$ cat src/rtl/core/gdfw_pkg.sv
// Package for the depth-first graph walk block.
// Holds the payload structs, the command and status structs and shared constants.
// No dependencies.
package gdfw_pkg;

  // Default vertex count and the fixed width of a vertex field.
  localparam int NumVerticesDef = 16;
  localparam int VertexW        = 4;

  // Operation codes carried in the func field.
  typedef enum logic {
    FUNC_ADD_EDGE = 1'b0,
    FUNC_SEARCH   = 1'b1
  } func_e;

  // Input transaction payload.
  typedef struct packed {
    logic               func;
    logic [VertexW-1:0] from_vertex;
    logic [VertexW-1:0] to_vertex;
  } gdfw_in_t;

  // Result transaction payload.
  typedef struct packed {
    logic [VertexW-1:0] visited_vertex;
    logic               last;
  } gdfw_out_t;

  // Commands from the controller to the datapath.
  typedef struct packed {
    logic clr_step;    // clear one entry of the edge and count stores
    logic accept;      // latch the input transaction
    logic ins_read;    // read edge flag and neighbor count for an insert
    logic ins_write;   // append the edge if it is new and the row has room
    logic srch_init;   // reset visited marks, mark and hold the start vertex
    logic walk_start;  // load the start vertex as the stack top
    logic nbr_read;    // take the next untried neighbor of the stack top
    logic pop;         // drop the stack top and read the entry below
    logic pop_load;    // load the entry read by pop as the new top
    logic visit;       // send the held vertex, hold the new one, fetch its count
    logic push;        // push the new vertex with its neighbor count
    logic emit_last;   // send the held vertex as the final result
  } gdfw_cmd_t;

  // Status from the datapath to the controller.
  typedef struct packed {
    logic clr_done;    // clearing pass finished
    logic is_search;   // latched transaction is a search
    logic in_range;    // latched vertices are inside the graph
    logic top_empty;   // stack top has no untried neighbors
    logic sp_one;      // stack holds a single entry
    logic w_new;       // fetched neighbor has not been visited
    logic out_free;    // output register can take a result this cycle
  } gdfw_stat_t;

endpackage

$ cat src/rtl/core/graph_depth_first_walk_top.sv
// Top level of the depth-first graph walk block.
// Joins gdfw_ctrl and gdfw_datapath; depends on gdfw_pkg.
//
// Usage: the input channel (in_valid_i, in_stall_o, in_data_i) takes one
// transaction at a time. An add-edge transaction appends a neighbor to the
// source vertex's list unless the edge already exists or the row is full;
// it gives no result. A search transaction gives one
// result per vertex reachable from the start vertex in depth-first preorder,
// newest-inserted neighbors first, with last set on the final one. A search
// from a vertex outside the graph gives no result.
// The first result leaves after the second vertex is found or the walk
// ends, since the last flag is only known then.
// After reset the block sweeps the edge and count stores, one entry a cycle,
// and holds in_stall_o high until the sweep is done.
// The result register holds its transaction while out_stall_i is high; the
// walk pauses at the next found vertex until the register frees up.
module graph_depth_first_walk_top #(
  parameter int NUM_VERTICES = gdfw_pkg::NumVerticesDef
) (
  input  logic                 clk_i,
  input  logic                 rst_ni,
  input  logic                 in_valid_i,
  output logic                 in_stall_o,
  input  gdfw_pkg::gdfw_in_t   in_data_i,
  output logic                 out_valid_o,
  input  logic                 out_stall_i,
  output gdfw_pkg::gdfw_out_t  out_data_o
);
  import gdfw_pkg::*;

  gdfw_cmd_t  cmd;
  gdfw_stat_t stat;

  // Sequencer.
  gdfw_ctrl u_ctrl (
    .clk_i      (clk_i),
    .rst_ni     (rst_ni),
    .in_valid_i (in_valid_i),
    .in_stall_o (in_stall_o),
    .stat_i     (stat),
    .cmd_o      (cmd)
  );

  // Stores, stack and output register.
  gdfw_datapath #(
    .NUM_VERTICES (NUM_VERTICES)
  ) u_datapath (
    .clk_i       (clk_i),
    .rst_ni      (rst_ni),
    .in_data_i   (in_data_i),
    .cmd_i       (cmd),
    .stat_o      (stat),
    .out_valid_o (out_valid_o),
    .out_stall_i (out_stall_i),
    .out_data_o  (out_data_o)
  );

endmodule

$ cat src/rtl/core/gdfw_ctrl.sv
// Controller state machine for the depth-first graph walk block.
// Sequences the clearing pass, edge inserts and the walk; depends on gdfw_pkg.
module gdfw_ctrl (
  input  logic                  clk_i,
  input  logic                  rst_ni,
  input  logic                  in_valid_i,
  output logic                  in_stall_o,
  input  gdfw_pkg::gdfw_stat_t  stat_i,
  output gdfw_pkg::gdfw_cmd_t   cmd_o
);
  import gdfw_pkg::*;

  typedef enum logic [3:0] {
    ST_CLEAR,
    ST_IDLE,
    ST_DISPATCH,
    ST_INS_CHK,
    ST_S_START,
    ST_TOP,
    ST_NBR,
    ST_POP_WAIT,
    ST_CNT,
    ST_FLUSH
  } state_e;

  state_e state_q, state_d;

  // Input is taken only while idle.
  assign in_stall_o = (state_q != ST_IDLE);

  // Next state and commands.
  always_comb begin
    state_d = state_q;
    cmd_o   = '0;
    unique case (state_q)
      ST_CLEAR: begin
        if (stat_i.clr_done) begin
          state_d = ST_IDLE;
        end else begin
          cmd_o.clr_step = 1'b1;
        end
      end
      ST_IDLE: begin
        if (in_valid_i) begin
          cmd_o.accept = 1'b1;
          state_d      = ST_DISPATCH;
        end
      end
      ST_DISPATCH: begin
        if (!stat_i.in_range) begin
          state_d = ST_IDLE;
        end else if (stat_i.is_search) begin
          cmd_o.srch_init = 1'b1;
          state_d         = ST_S_START;
        end else begin
          cmd_o.ins_read = 1'b1;
          state_d        = ST_INS_CHK;
        end
      end
      ST_INS_CHK: begin
        cmd_o.ins_write = 1'b1;
        state_d         = ST_IDLE;
      end
      ST_S_START: begin
        cmd_o.walk_start = 1'b1;
        state_d          = ST_TOP;
      end
      ST_TOP: begin
        if (!stat_i.top_empty) begin
          cmd_o.nbr_read = 1'b1;
          state_d        = ST_NBR;
        end else if (stat_i.sp_one) begin
          state_d = ST_FLUSH;
        end else begin
          cmd_o.pop = 1'b1;
          state_d   = ST_POP_WAIT;
        end
      end
      ST_NBR: begin
        if (!stat_i.w_new) begin
          state_d = ST_TOP;
        end else if (stat_i.out_free) begin
          cmd_o.visit = 1'b1;
          state_d     = ST_CNT;
        end
      end
      ST_POP_WAIT: begin
        cmd_o.pop_load = 1'b1;
        state_d        = ST_TOP;
      end
      ST_CNT: begin
        cmd_o.push = 1'b1;
        state_d    = ST_TOP;
      end
      ST_FLUSH: begin
        if (stat_i.out_free) begin
          cmd_o.emit_last = 1'b1;
          state_d         = ST_IDLE;
        end
      end
      default: begin
        state_d = ST_IDLE;
      end
    endcase
  end

  // State register.
  always_ff @(posedge clk_i or negedge rst_ni) begin
    if (!rst_ni) begin
      state_q <= ST_CLEAR;
    end else begin
      state_q <= state_d;
    end
  end

endmodule

$ cat src/rtl/core/gdfw_datapath.sv
// Datapath for the depth-first graph walk block: graph stores, walk stack,
// visited marks and the output register; depends on gdfw_pkg.
module gdfw_datapath #(
  parameter int NUM_VERTICES = gdfw_pkg::NumVerticesDef
) (
  input  logic                  clk_i,
  input  logic                  rst_ni,
  input  gdfw_pkg::gdfw_in_t    in_data_i,
  input  gdfw_pkg::gdfw_cmd_t   cmd_i,
  output gdfw_pkg::gdfw_stat_t  stat_o,
  output logic                  out_valid_o,
  input  logic                  out_stall_i,
  output gdfw_pkg::gdfw_out_t   out_data_o
);
  import gdfw_pkg::*;

  localparam int IW    = $clog2(NUM_VERTICES);
  localparam int CW    = $clog2(NUM_VERTICES + 1);
  localparam int Cells = NUM_VERTICES * NUM_VERTICES;
  localparam int AW    = $clog2(Cells);
  localparam int SW    = VertexW + CW;

  // Mark vector with only vertex zero set; shifted to mark the start vertex.
  localparam logic [NUM_VERTICES-1:0] StartMark = {{(NUM_VERTICES-1){1'b0}}, 1'b1};

  // Stores.
  logic               edge_mem  [Cells];
  logic [VertexW-1:0] list_mem  [Cells];
  logic [CW-1:0]      cnt_mem   [NUM_VERTICES];
  logic [SW-1:0]      stack_mem [NUM_VERTICES];

  // Registers.
  gdfw_in_t           item_q;
  logic [AW-1:0]      clr_q;
  logic               clr_done_q;
  logic               edge_rd_q;
  logic [VertexW-1:0] w_q;
  logic [CW-1:0]      cnt_rd_q;
  logic [SW-1:0]      stack_rd_q;
  logic [VertexW-1:0] top_v_q;
  logic [CW-1:0]      top_left_q;
  logic [CW-1:0]      sp_q;
  logic [VertexW-1:0] pend_q;
  logic [NUM_VERTICES-1:0] visited_q;
  logic               out_valid_q;
  gdfw_out_t          out_q;

  // Addresses and derived values.
  logic [AW-1:0] ins_addr;
  logic [AW-1:0] ins_list_addr;
  logic [AW-1:0] nbr_addr;
  logic [CW-1:0] top_slot;
  logic [IW-1:0] src_idx;
  logic [IW-1:0] w_idx;
  logic          row_room;
  logic          do_insert;
  logic          out_free;

  assign src_idx       = IW'(item_q.from_vertex);
  assign w_idx         = IW'(w_q);
  assign top_slot      = top_left_q - CW'(1);
  assign ins_addr      = AW'(item_q.from_vertex) * AW'(NUM_VERTICES)
                       + AW'(item_q.to_vertex);
  assign ins_list_addr = AW'(item_q.from_vertex) * AW'(NUM_VERTICES) + AW'(cnt_rd_q);
  assign nbr_addr      = AW'(top_v_q) * AW'(NUM_VERTICES) + AW'(top_slot);
  assign row_room      = (cnt_rd_q < CW'(NUM_VERTICES));
  assign do_insert     = cmd_i.ins_write && !edge_rd_q && row_room;
  assign out_free      = !out_valid_q || !out_stall_i;

  // Status toward the controller.
  always_comb begin
    stat_o.clr_done  = clr_done_q;
    stat_o.is_search = (item_q.func == FUNC_SEARCH);
    stat_o.in_range  = (32'(item_q.from_vertex) < NUM_VERTICES) &&
                       ((item_q.func == FUNC_SEARCH) ||
                        (32'(item_q.to_vertex) < NUM_VERTICES));
    stat_o.top_empty = (top_left_q == '0);
    stat_o.sp_one    = (sp_q == CW'(1));
    stat_o.w_new     = !visited_q[w_idx];
    stat_o.out_free  = out_free;
  end

  // Edge flag store: cleared by the pass after reset, read for duplicates.
  always_ff @(posedge clk_i) begin
    if (cmd_i.clr_step) begin
      edge_mem[clr_q] <= 1'b0;
    end else if (do_insert) begin
      edge_mem[ins_addr] <= 1'b1;
    end
    if (cmd_i.ins_read) begin
      edge_rd_q <= edge_mem[ins_addr];
    end
  end

  // Neighbor list store: appended on insert, read one slot per walk step.
  always_ff @(posedge clk_i) begin
    if (do_insert) begin
      list_mem[ins_list_addr] <= item_q.to_vertex;
    end
    if (cmd_i.nbr_read) begin
      w_q <= list_mem[nbr_addr];
    end
  end

  // Neighbor count store: cleared in the pass, read for inserts, search starts and pushes.
  always_ff @(posedge clk_i) begin
    if (cmd_i.clr_step && (32'(clr_q) < NUM_VERTICES)) begin
      cnt_mem[IW'(clr_q)] <= '0;
    end else if (do_insert) begin
      cnt_mem[src_idx] <= cnt_rd_q + CW'(1);
    end
    if (cmd_i.ins_read || cmd_i.srch_init) begin
      cnt_rd_q <= cnt_mem[src_idx];
    end else if (cmd_i.visit) begin
      cnt_rd_q <= cnt_mem[w_idx];
    end
  end

  // Walk stack below the top entry; the top lives in registers.
  always_ff @(posedge clk_i) begin
    if (cmd_i.push && (sp_q < CW'(NUM_VERTICES))) begin
      stack_mem[IW'(sp_q - CW'(1))] <= {top_v_q, top_left_q};
    end
    if (cmd_i.pop) begin
      stack_rd_q <= stack_mem[IW'(sp_q - CW'(2))];
    end
  end

  // Latched transaction and held vertex.
  always_ff @(posedge clk_i) begin
    if (cmd_i.accept) begin
      item_q <= in_data_i;
    end
    if (cmd_i.srch_init) begin
      pend_q <= item_q.from_vertex;
    end else if (cmd_i.visit) begin
      pend_q <= w_q;
    end
  end

  // Control registers: clearing pass, stack pointer, marks and output.
  always_ff @(posedge clk_i or negedge rst_ni) begin
    if (!rst_ni) begin
      clr_q       <= '0;
      clr_done_q  <= 1'b0;
      top_v_q     <= '0;
      top_left_q  <= '0;
      sp_q        <= '0;
      visited_q   <= '0;
      out_valid_q <= 1'b0;
      out_q       <= '0;
    end else begin
      if (cmd_i.clr_step) begin
        if (clr_q == AW'(Cells - 1)) begin
          clr_done_q <= 1'b1;
        end else begin
          clr_q <= clr_q + AW'(1);
        end
      end

      // Stack top and pointer.
      if (cmd_i.walk_start) begin
        top_v_q    <= item_q.from_vertex;
        top_left_q <= cnt_rd_q;
        sp_q       <= CW'(1);
      end else if (cmd_i.nbr_read) begin
        top_left_q <= top_slot;
      end else if (cmd_i.pop) begin
        sp_q <= sp_q - CW'(1);
      end else if (cmd_i.pop_load) begin
        {top_v_q, top_left_q} <= stack_rd_q;
      end else if (cmd_i.push && (sp_q < CW'(NUM_VERTICES))) begin
        top_v_q    <= w_q;
        top_left_q <= cnt_rd_q;
        sp_q       <= sp_q + CW'(1);
      end

      // Visited marks are reset at the start of every search.
      if (cmd_i.srch_init) begin
        visited_q <= StartMark << src_idx;
      end else if (cmd_i.visit) begin
        visited_q[w_idx] <= 1'b1;
      end

      // Output register; a vertex is sent once its successor or the end is known.
      if (cmd_i.visit) begin
        out_valid_q          <= 1'b1;
        out_q.visited_vertex <= pend_q;
        out_q.last           <= 1'b0;
      end else if (cmd_i.emit_last) begin
        out_valid_q          <= 1'b1;
        out_q.visited_vertex <= pend_q;
        out_q.last           <= 1'b1;
      end else if (!out_stall_i) begin
        out_valid_q <= 1'b0;
      end
    end
  end

  assign out_valid_o = out_valid_q;
  assign out_data_o  = out_q;

endmodule
$ cat config.mk
export PLATFORM = sky130hd
export DESIGN_NAME = graph_depth_first_walk_top
export DESIGN_NICKNAME = d
export VERILOG_FILES = /design/src/rtl/core/gdfw_pkg.sv /design/src/rtl/core/graph_depth_first_walk_top.sv /design/src/rtl/core/gdfw_ctrl.sv /design/src/rtl/core/gdfw_datapath.sv
export SDC_FILE = /design/constraint.sdc
export NUM_CORES = 2
export LEC_CHECK = 0
export BUFFER_PORTS_ARGS = -buffer_cell sky130_fd_sc_hd__buf_2
export CAP_MARGIN = 40
export CORE_UTILIZATION = 40
export CTS_BUF_LIST = sky130_fd_sc_hd__clkbuf_2 sky130_fd_sc_hd__clkbuf_4 sky130_fd_sc_hd__clkbuf_8
export DETAILED_ROUTE_END_ITERATION = 6
export GPL_TIMING_DRIVEN = 0
export SKIP_LAST_GASP = 1
export SLEW_MARGIN = 25
export SYNTH_ARGS = -nofsm -noshare
export SYNTH_HDL_FRONTEND = slang
export SYNTH_SLANG_ARGS = --single-unit
$ cat constraint.sdc
create_clock -name clk_i -period 9.6 [get_ports clk_i]
set_clock_uncertainty 0.2 [all_clocks]
set_input_delay 1.92 -clock clk_i [delete_from_list [all_inputs] [get_ports clk_i]]
set_output_delay 1.92 -clock clk_i [all_outputs]
set_load 0.02 [all_outputs]
## Word-level counts from Yosys, hierarchy flattened

Memory sizes are Yosys's and may differ from the RTL's. A register that Yosys moved wholly into a read port is not among the register bits.
Cells that the tools add are included.

- Bits in registers: 67
- Memory bits (writable): 1504
- Output and inout port bits: 7
- Logic and storage cells: 162
- Memories: 4

- Add/sub/neg operators: 9
- $lt $le $gt $ge: 5
- Eq/ne operators: 21
- Shift-type cells: 1
- Mux-type cells: 78
- Bitwise gates (word level): 2
- Reductions and logical operators: 27

Memory list:

| name | words | width | read ports | clocked after Yosys merged registers in | wr ports | RTL line | text |
|---|---|---|---|---|---|---|---|
| u_datapath.list_mem | 256 | 4 | 1 | 1 | 1 | gdfw_datapath.sv:28 | `logic [VertexW-1:0] list_mem [Cells];` |
| u_datapath.edge_mem | 256 | 1 | 1 | 1 | 1 | gdfw_datapath.sv:27 | `logic edge_mem [Cells];` |
| u_datapath.stack_mem | 16 | 9 | 1 | 1 | 1 | gdfw_datapath.sv:30 | `logic [SW-1:0] stack_mem [NUM_VERTICES];` |
| u_datapath.cnt_mem | 16 | 5 | 2 | 1 | 1 | gdfw_datapath.sv:29 | `logic [CW-1:0] cnt_mem [NUM_VERTICES];` |

Operator list:

| operator | count |
|---|---|
| 5-bit 2-to-1 mux | 15 |
| 4-bit 2-to-1 mux | 16 |
| 1-bit 2-to-1 mux | 39 |
| 16-bit 2-to-1 mux | 2 |
| 4-bit case mux with 7 select lines | 1 |
| 8-bit by 5-bit adder with 8-bit output | 2 |
| 4-bit by 3-bit == test with 1-bit output, second input constant | 4 |
| 16-bit bitwise OR | 1 |
| 1-bit by 4-bit << shifter with 16-bit output, first input constant | 1 |
| 3-bit by 1-bit != test with 1-bit output, second input constant | 4 |
| 5-bit by 1-bit adder with 5-bit output, second input constant | 2 |
| 5-bit less-than comparator, second input constant | 2 |
| 5-bit by 1-bit subtractor with 5-bit output, second input constant | 2 |
| 8-bit by 1-bit adder with 8-bit output, second input constant | 1 |
| 8-bit by 4-bit adder with 8-bit output | 1 |
| 4-bit by 2-bit == test with 1-bit output, second input constant | 2 |
| 4-bit == test, second input constant | 2 |
| 8-bit == test, second input constant | 1 |
| 8-bit by 5-bit less-than comparator with 1-bit output, second input constant | 1 |
| 8-bit 2-to-1 mux | 1 |
| 2-bit by 1-bit != test with 1-bit output, second input constant | 4 |
| 2-bit AND reduction | 3 |
| 3-bit AND reduction | 2 |
| 2-bit nonzero test | 3 |
| 23 further kinds | 31 |

## Logic depth before layout (Yosys ltp)

- Word-level depth: 9
- Depth in mapped cells: 15
- Gate-level depth less buffers: 11

## Cells and area by module

From an unflattened synthesis, not the netlist that was laid out.

- Cell total of the unflattened synthesis: 3423
- Area, all modules: 65088.7 um^2

By module, submodules not included:

| module | instances | cells an instance | area an instance (um^2) |
|---|---|---|---|
| gdfw_datapath | 1 | 3370 | 64650.8 |
| gdfw_ctrl | 1 | 53 | 437.9 |

## Worst setup path before layout

OpenSTA, ideal clock, no wires.

- Kind: register to register
- Start point: register u_datapath.item_q[1] (netlist bit)
- End point: register u_datapath.edge_rd_q, read port of u_datapath.edge_mem (data pin)
- Data arrival time: 5.452 ns
- Data required time: 9.128 ns
- Path slack: 3.675 ns
- Cell stages (with the launch flop): 7
- Path buffers: 2
- Clock period less this slack: 5.925 ns
- Cell sequence: edfxtp_1 > buf_4 > buf_1 > mux4_2 > mux4_2 > a2111oi_2 > o32ai_1

- Cells in the longest elaborated chain, start to end: 1

RTL lines:

| what | RTL line | text |
|---|---|---|
| from (decl) | gdfw_datapath.sv:33 | `gdfw_in_t item_q;` |
| from (signal assigned) | gdfw_datapath.sv:132 | `item_q <= in_data_i;` |
| 8-bit by 4-bit adder with 8-bit output | gdfw_datapath.sv:63 | `+ AW'(item_q.to_vertex);` |
| to (decl) | gdfw_datapath.sv:36 | `logic edge_rd_q;` |

Every way passes these cells.
A chain may end at the register's enable or synchronous reset.

## Worst setup path after layout

- Start point: register u_datapath.top_left_q[0]
- End point: register u_datapath.w_q[1], in the netlist u_datapath.w_idx[1], read port of u_datapath.list_mem (data pin)

- Cells in the longest elaborated chain, start to end: 3
- Elaborated cells between the ends (all ways): 5
- Classes of those cells: add/sub (2); mux (2); reduce/logical (1)

RTL lines:

| what | RTL line | text |
|---|---|---|
| from (decl) | gdfw_datapath.sv:41 | `logic [CW-1:0] top_left_q;` |
| from (signal assigned) | gdfw_datapath.sv:164 | `top_left_q <= cnt_rd_q;` |
| from (signal assigned) | gdfw_datapath.sv:167 | `top_left_q <= top_slot;` |
| from (signal assigned) | gdfw_datapath.sv:171 | `{top_v_q, top_left_q} <= stack_rd_q;` |
| parallel branches: the longest is 3 deep, another holds 8-bit by 5-bit adder with 8-bit output | - |  |
| to (decl) | gdfw_datapath.sv:37 | `logic [VertexW-1:0] w_q;` |

Parallel ways; which one is timed is not known.

==> run metrics <==
Flop pwr share 0.381; Syn Inst Count 3,533; # port buffers 19; vias in the first global route 36,100; hold path start u_datapath.clr_done_q$_DFFE_PN0P_; Clock Tree Root clkbuf_8; Mapped Nets 3,565; hold-critical path depth 1; status finished, violations left; crit-path max FO 18; Post-CTS Setup Bufs 0; total die area approximately 160,000 sq um; clock power share 0.275; cts hold-fix bufs 0; Clock Pin Slew Worst Setup and Hold Paths roughly 70 ps; clk sinks 1,589; worst reg2reg setup slack 2750 ps; cts repair resizes 0; Yosys warnings 0; CTS Buf Count between 200 and 300; io pins 20; share of layout cells above drive strength 1 0.277; Skew-Pair Late Insertion Delay 990 ps; Mapped Area 65,000 sq um; post-layout net count a little under 4,000; Detail Route Antenna Nets 0; min-delay worst type flip-flop to flip-flop; Switching Fraction 0.342; Int Power 14,300 uW; most frequent cells in the layout edfxtp_1 (1,536), nor2_1 (580), mux4_2 (424); fmax between 100 and 150 MHz; area of the multi-input gates roughly 17,000 sq um; largest net degree at the start of global routing 142; Setup-failing EPs final 0; post-layout min period 6850 ps; Worst setup SP type flip-flop; Worst Tran Pin Value 920 ps; Unique masters post-synth 86; RR Startpoint u_datapath.top_left_q[0]$_DFFE_PN0P_; Pwr Total 21,700 uW; crit share post-route 0.714; WP data arrival 7250 ps; critical path class flip-flop to flip-flop; setup TNS 0 ps; Seq cells post-synth 1,589; DRT iter0 DRCs 3,879; register area 47,400 sq um; share of power burned in combinational logic 0.344; gpl congestion 0.935; final WL 171,000 um; failing checks design-rule violations; Synth area leaders edfxtp_1 (71%), mux4_2 (15%), nor2_1 (3.4%), dfrtp_1 (1.9%), a22o_1 (0.89%); max-slew violations 0; Max VDD drop approximately 180 uV; routed len/inst 27.2 um; fin util 0.464; P_leak between 0.02 and 0.025 uW; core area approximately 160,000 sq um; die height 405 um; GR Util All Layers 0.209; Die W 405 um; sequential-to-total area share from yosys stat 0.729; element type at the critical path end flip-flop; DRT Pass-1 Iters 7; maxcap violations 0; number of fill cells in the layout ~14,000; wire length of the first global-routing pass ~250,000 um; CTS H-tree depth 5; post-synth top area share 0.709; post-synthesis async set-or-reset flop share 0.0308; predominant post-synthesis flop cell edfxtp_1; RSZ-0062 raised after global routing false; EDFF count, synth 1,536; Pwr per Cell Area around 290 nW/um^2; Worst Path Required 9990 ps; Layout area overhead 14.7%; Detail Placement HPWL around 120,000 um; r2r endpoint u_datapath.w_idx[1]$_DFFE_PP_; Congestion Overflow GR 0; num rows between 100 and 150; Vias per Instance 5.64; DRC viols 2; Post-Syn Area per Cell 18.4 sq um; Final Hold Viols 0; vias 35,400; commonest non-fill, non-tap cell in the layout edfxtp_1; CTS max path bufs 4; Hold Path Sink u_datapath.clr_done_q$_DFFE_PN0P_; Synth area leader edfxtp_1; CTS tree built; Reg2Reg Depth 13; Net Switching 7430 uW; initial antenna violation count 8; relative slew slack 0.381; Starting Density 0.404
[power groups by stage]
| stage | Combinational [uW] | Clock (uW) | Sequential [uW] |
|---|---|---|---|
| 6_report | 7470 | 5970 | 8260 |
| 5_1_grt | 7790 | 6360 | 8270 |
| 4_1_cts | 7380 | 6080 | 8280 |
| 3_5_place_dp | 7360 | 0 | 8430 |
| 3_3_place_gp | 6890 | 0 | 8700 |
| 2_1_floorplan | 4430 | 0 | 8450 |
[kinds of logic (layout without fill, tap and decap cells)]
family / Yosys count / after routing / synth area share
AO/OA/AOI/OAI: 342 / 342 / 0.0380
XOR/XNOR: 24 / 24 / 0.00346
adder cells (fa/ha/maj): 19 / 19 / 0.00365
buffers and inverters: 239 / 826 / 0.0171
flip-flops: 1589 / 1589 / 0.729
multiplexers: 454 / 454 / 0.152
other: 0 / 4 / 0
AND/OR/NAND/NOR: 866 / 866 / 0.0565
[layout make-up]
cell class | instances | share of cell area
Sequential cell | 1589 | 0.636
Tap cell | 2160 | 0.0362
Antenna cell | 4 | 0.000134
Timing Repair Buffer | 129 | 0.0212
Inverter | 17 | 0.000855
Multi-Input combinational cell | 1705 | 0.222
Buffer | 222 | 0.0142
Clock inverter | 98 | 0.00891
Clock buffer | 360 | 0.0606
[layer usage]
metal / wire [um] / vias up / track usage
li1: - / 15000 / -
met1: 70200 / 18500 / 0.287
met2: 82200 / 1583 / 0.332
met3: 13300 / 353 / 0.0416
met4: 5560 / 0 / 0.0766
met5: 0 / - / 0
[worst max path at each step]
stage	from	endpoint	depth (start not counted)
final	u_datapath.top_left_q[0]$_DFFE_PN0P_	u_datapath.w_idx[1]$_DFFE_PP_	13
after global routing	u_datapath.top_left_q[0]$_DFFE_PN0P_	u_datapath.w_idx[3]$_DFFE_PP_	13
after CTS	u_datapath.top_left_q[0]$_DFFE_PN0P_	u_datapath.w_idx[1]$_DFFE_PP_	13
after detailed placement	u_datapath.top_left_q[0]$_DFFE_PN0P_	u_datapath.w_idx[1]$_DFFE_PP_	13
after global placement	u_datapath.item_q[1]$_DFFE_PP_	u_datapath.edge_rd_q$_DFFE_PP_	8
after floorplan	u_datapath.item_q[1]$_DFFE_PP_	u_datapath.edge_rd_q$_DFFE_PP_	6
[sequential cells by signal, indices dropped and copies added, names as in the netlist, named ones only]
signal                  count
u_datapath.out_valid_o      1
u_datapath.visited_q       16
u_datapath.edge_mem       256
u_datapath.clr_done_q       1
u_datapath.src_idx          4
u_datapath.edge_rd_q        1
u_datapath.cnt_mem         80
u_datapath.top_v_q          4
u_ctrl.state_q              4
u_datapath.pend_q           4
u_datapath.w_idx            4
u_datapath.cnt_rd_q         5
u_datapath.item_q           4
u_datapath.list_mem      1024
u_datapath.stack_mem      144
u_datapath.clr_q            8
u_datapath.sp_q             5
u_datapath.out_data_o       5
u_datapath.stack_rd_q       9
u_datapath.top_left_q       5
u_datapath.stat_o           1
[critical path, cell delays in order (launching register included)]
cell	delay, ps
dfrtp_1	800
buf_2	450
buf_2	400
buf_2	370
inv_1	80
ha_1	280
clkbuf_1	290
clkbuf_1	620
clkbuf_1	630
mux4_2	420
a22oi_1	420
a21boi_0	310
nor4_1	860
o221ai_1	350
[synthesized netlist by cell type (all sizes together) (33+ instances only)]
| cell type | count |
|---|---|
| mux4 | 425 |
| buf | 122 |
| dfrtp | 49 |
| edfxtp | 1536 |
| o21ai | 73 |
| a21oi | 44 |
| a22o | 66 |
| a22oi | 72 |
| nand3 | 33 |
| nand2 | 141 |
| clkbuf | 100 |
| nor2 | 582 |
[through the flow]
step	setup slack (ps)	instance area, sq um	std cells	hold slack (ps)
6_report	2750	74600	6284	267
3_5_place_dp	2780	69300	5813	254
5_1_grt	2590	74600	6283	274
4_1_cts	2750	74500	6271	266
3_3_place_gp	-585	67800	5712	243
2_1_floorplan	3680	65000	3533	232
Power figures use the tool's default switching activity.
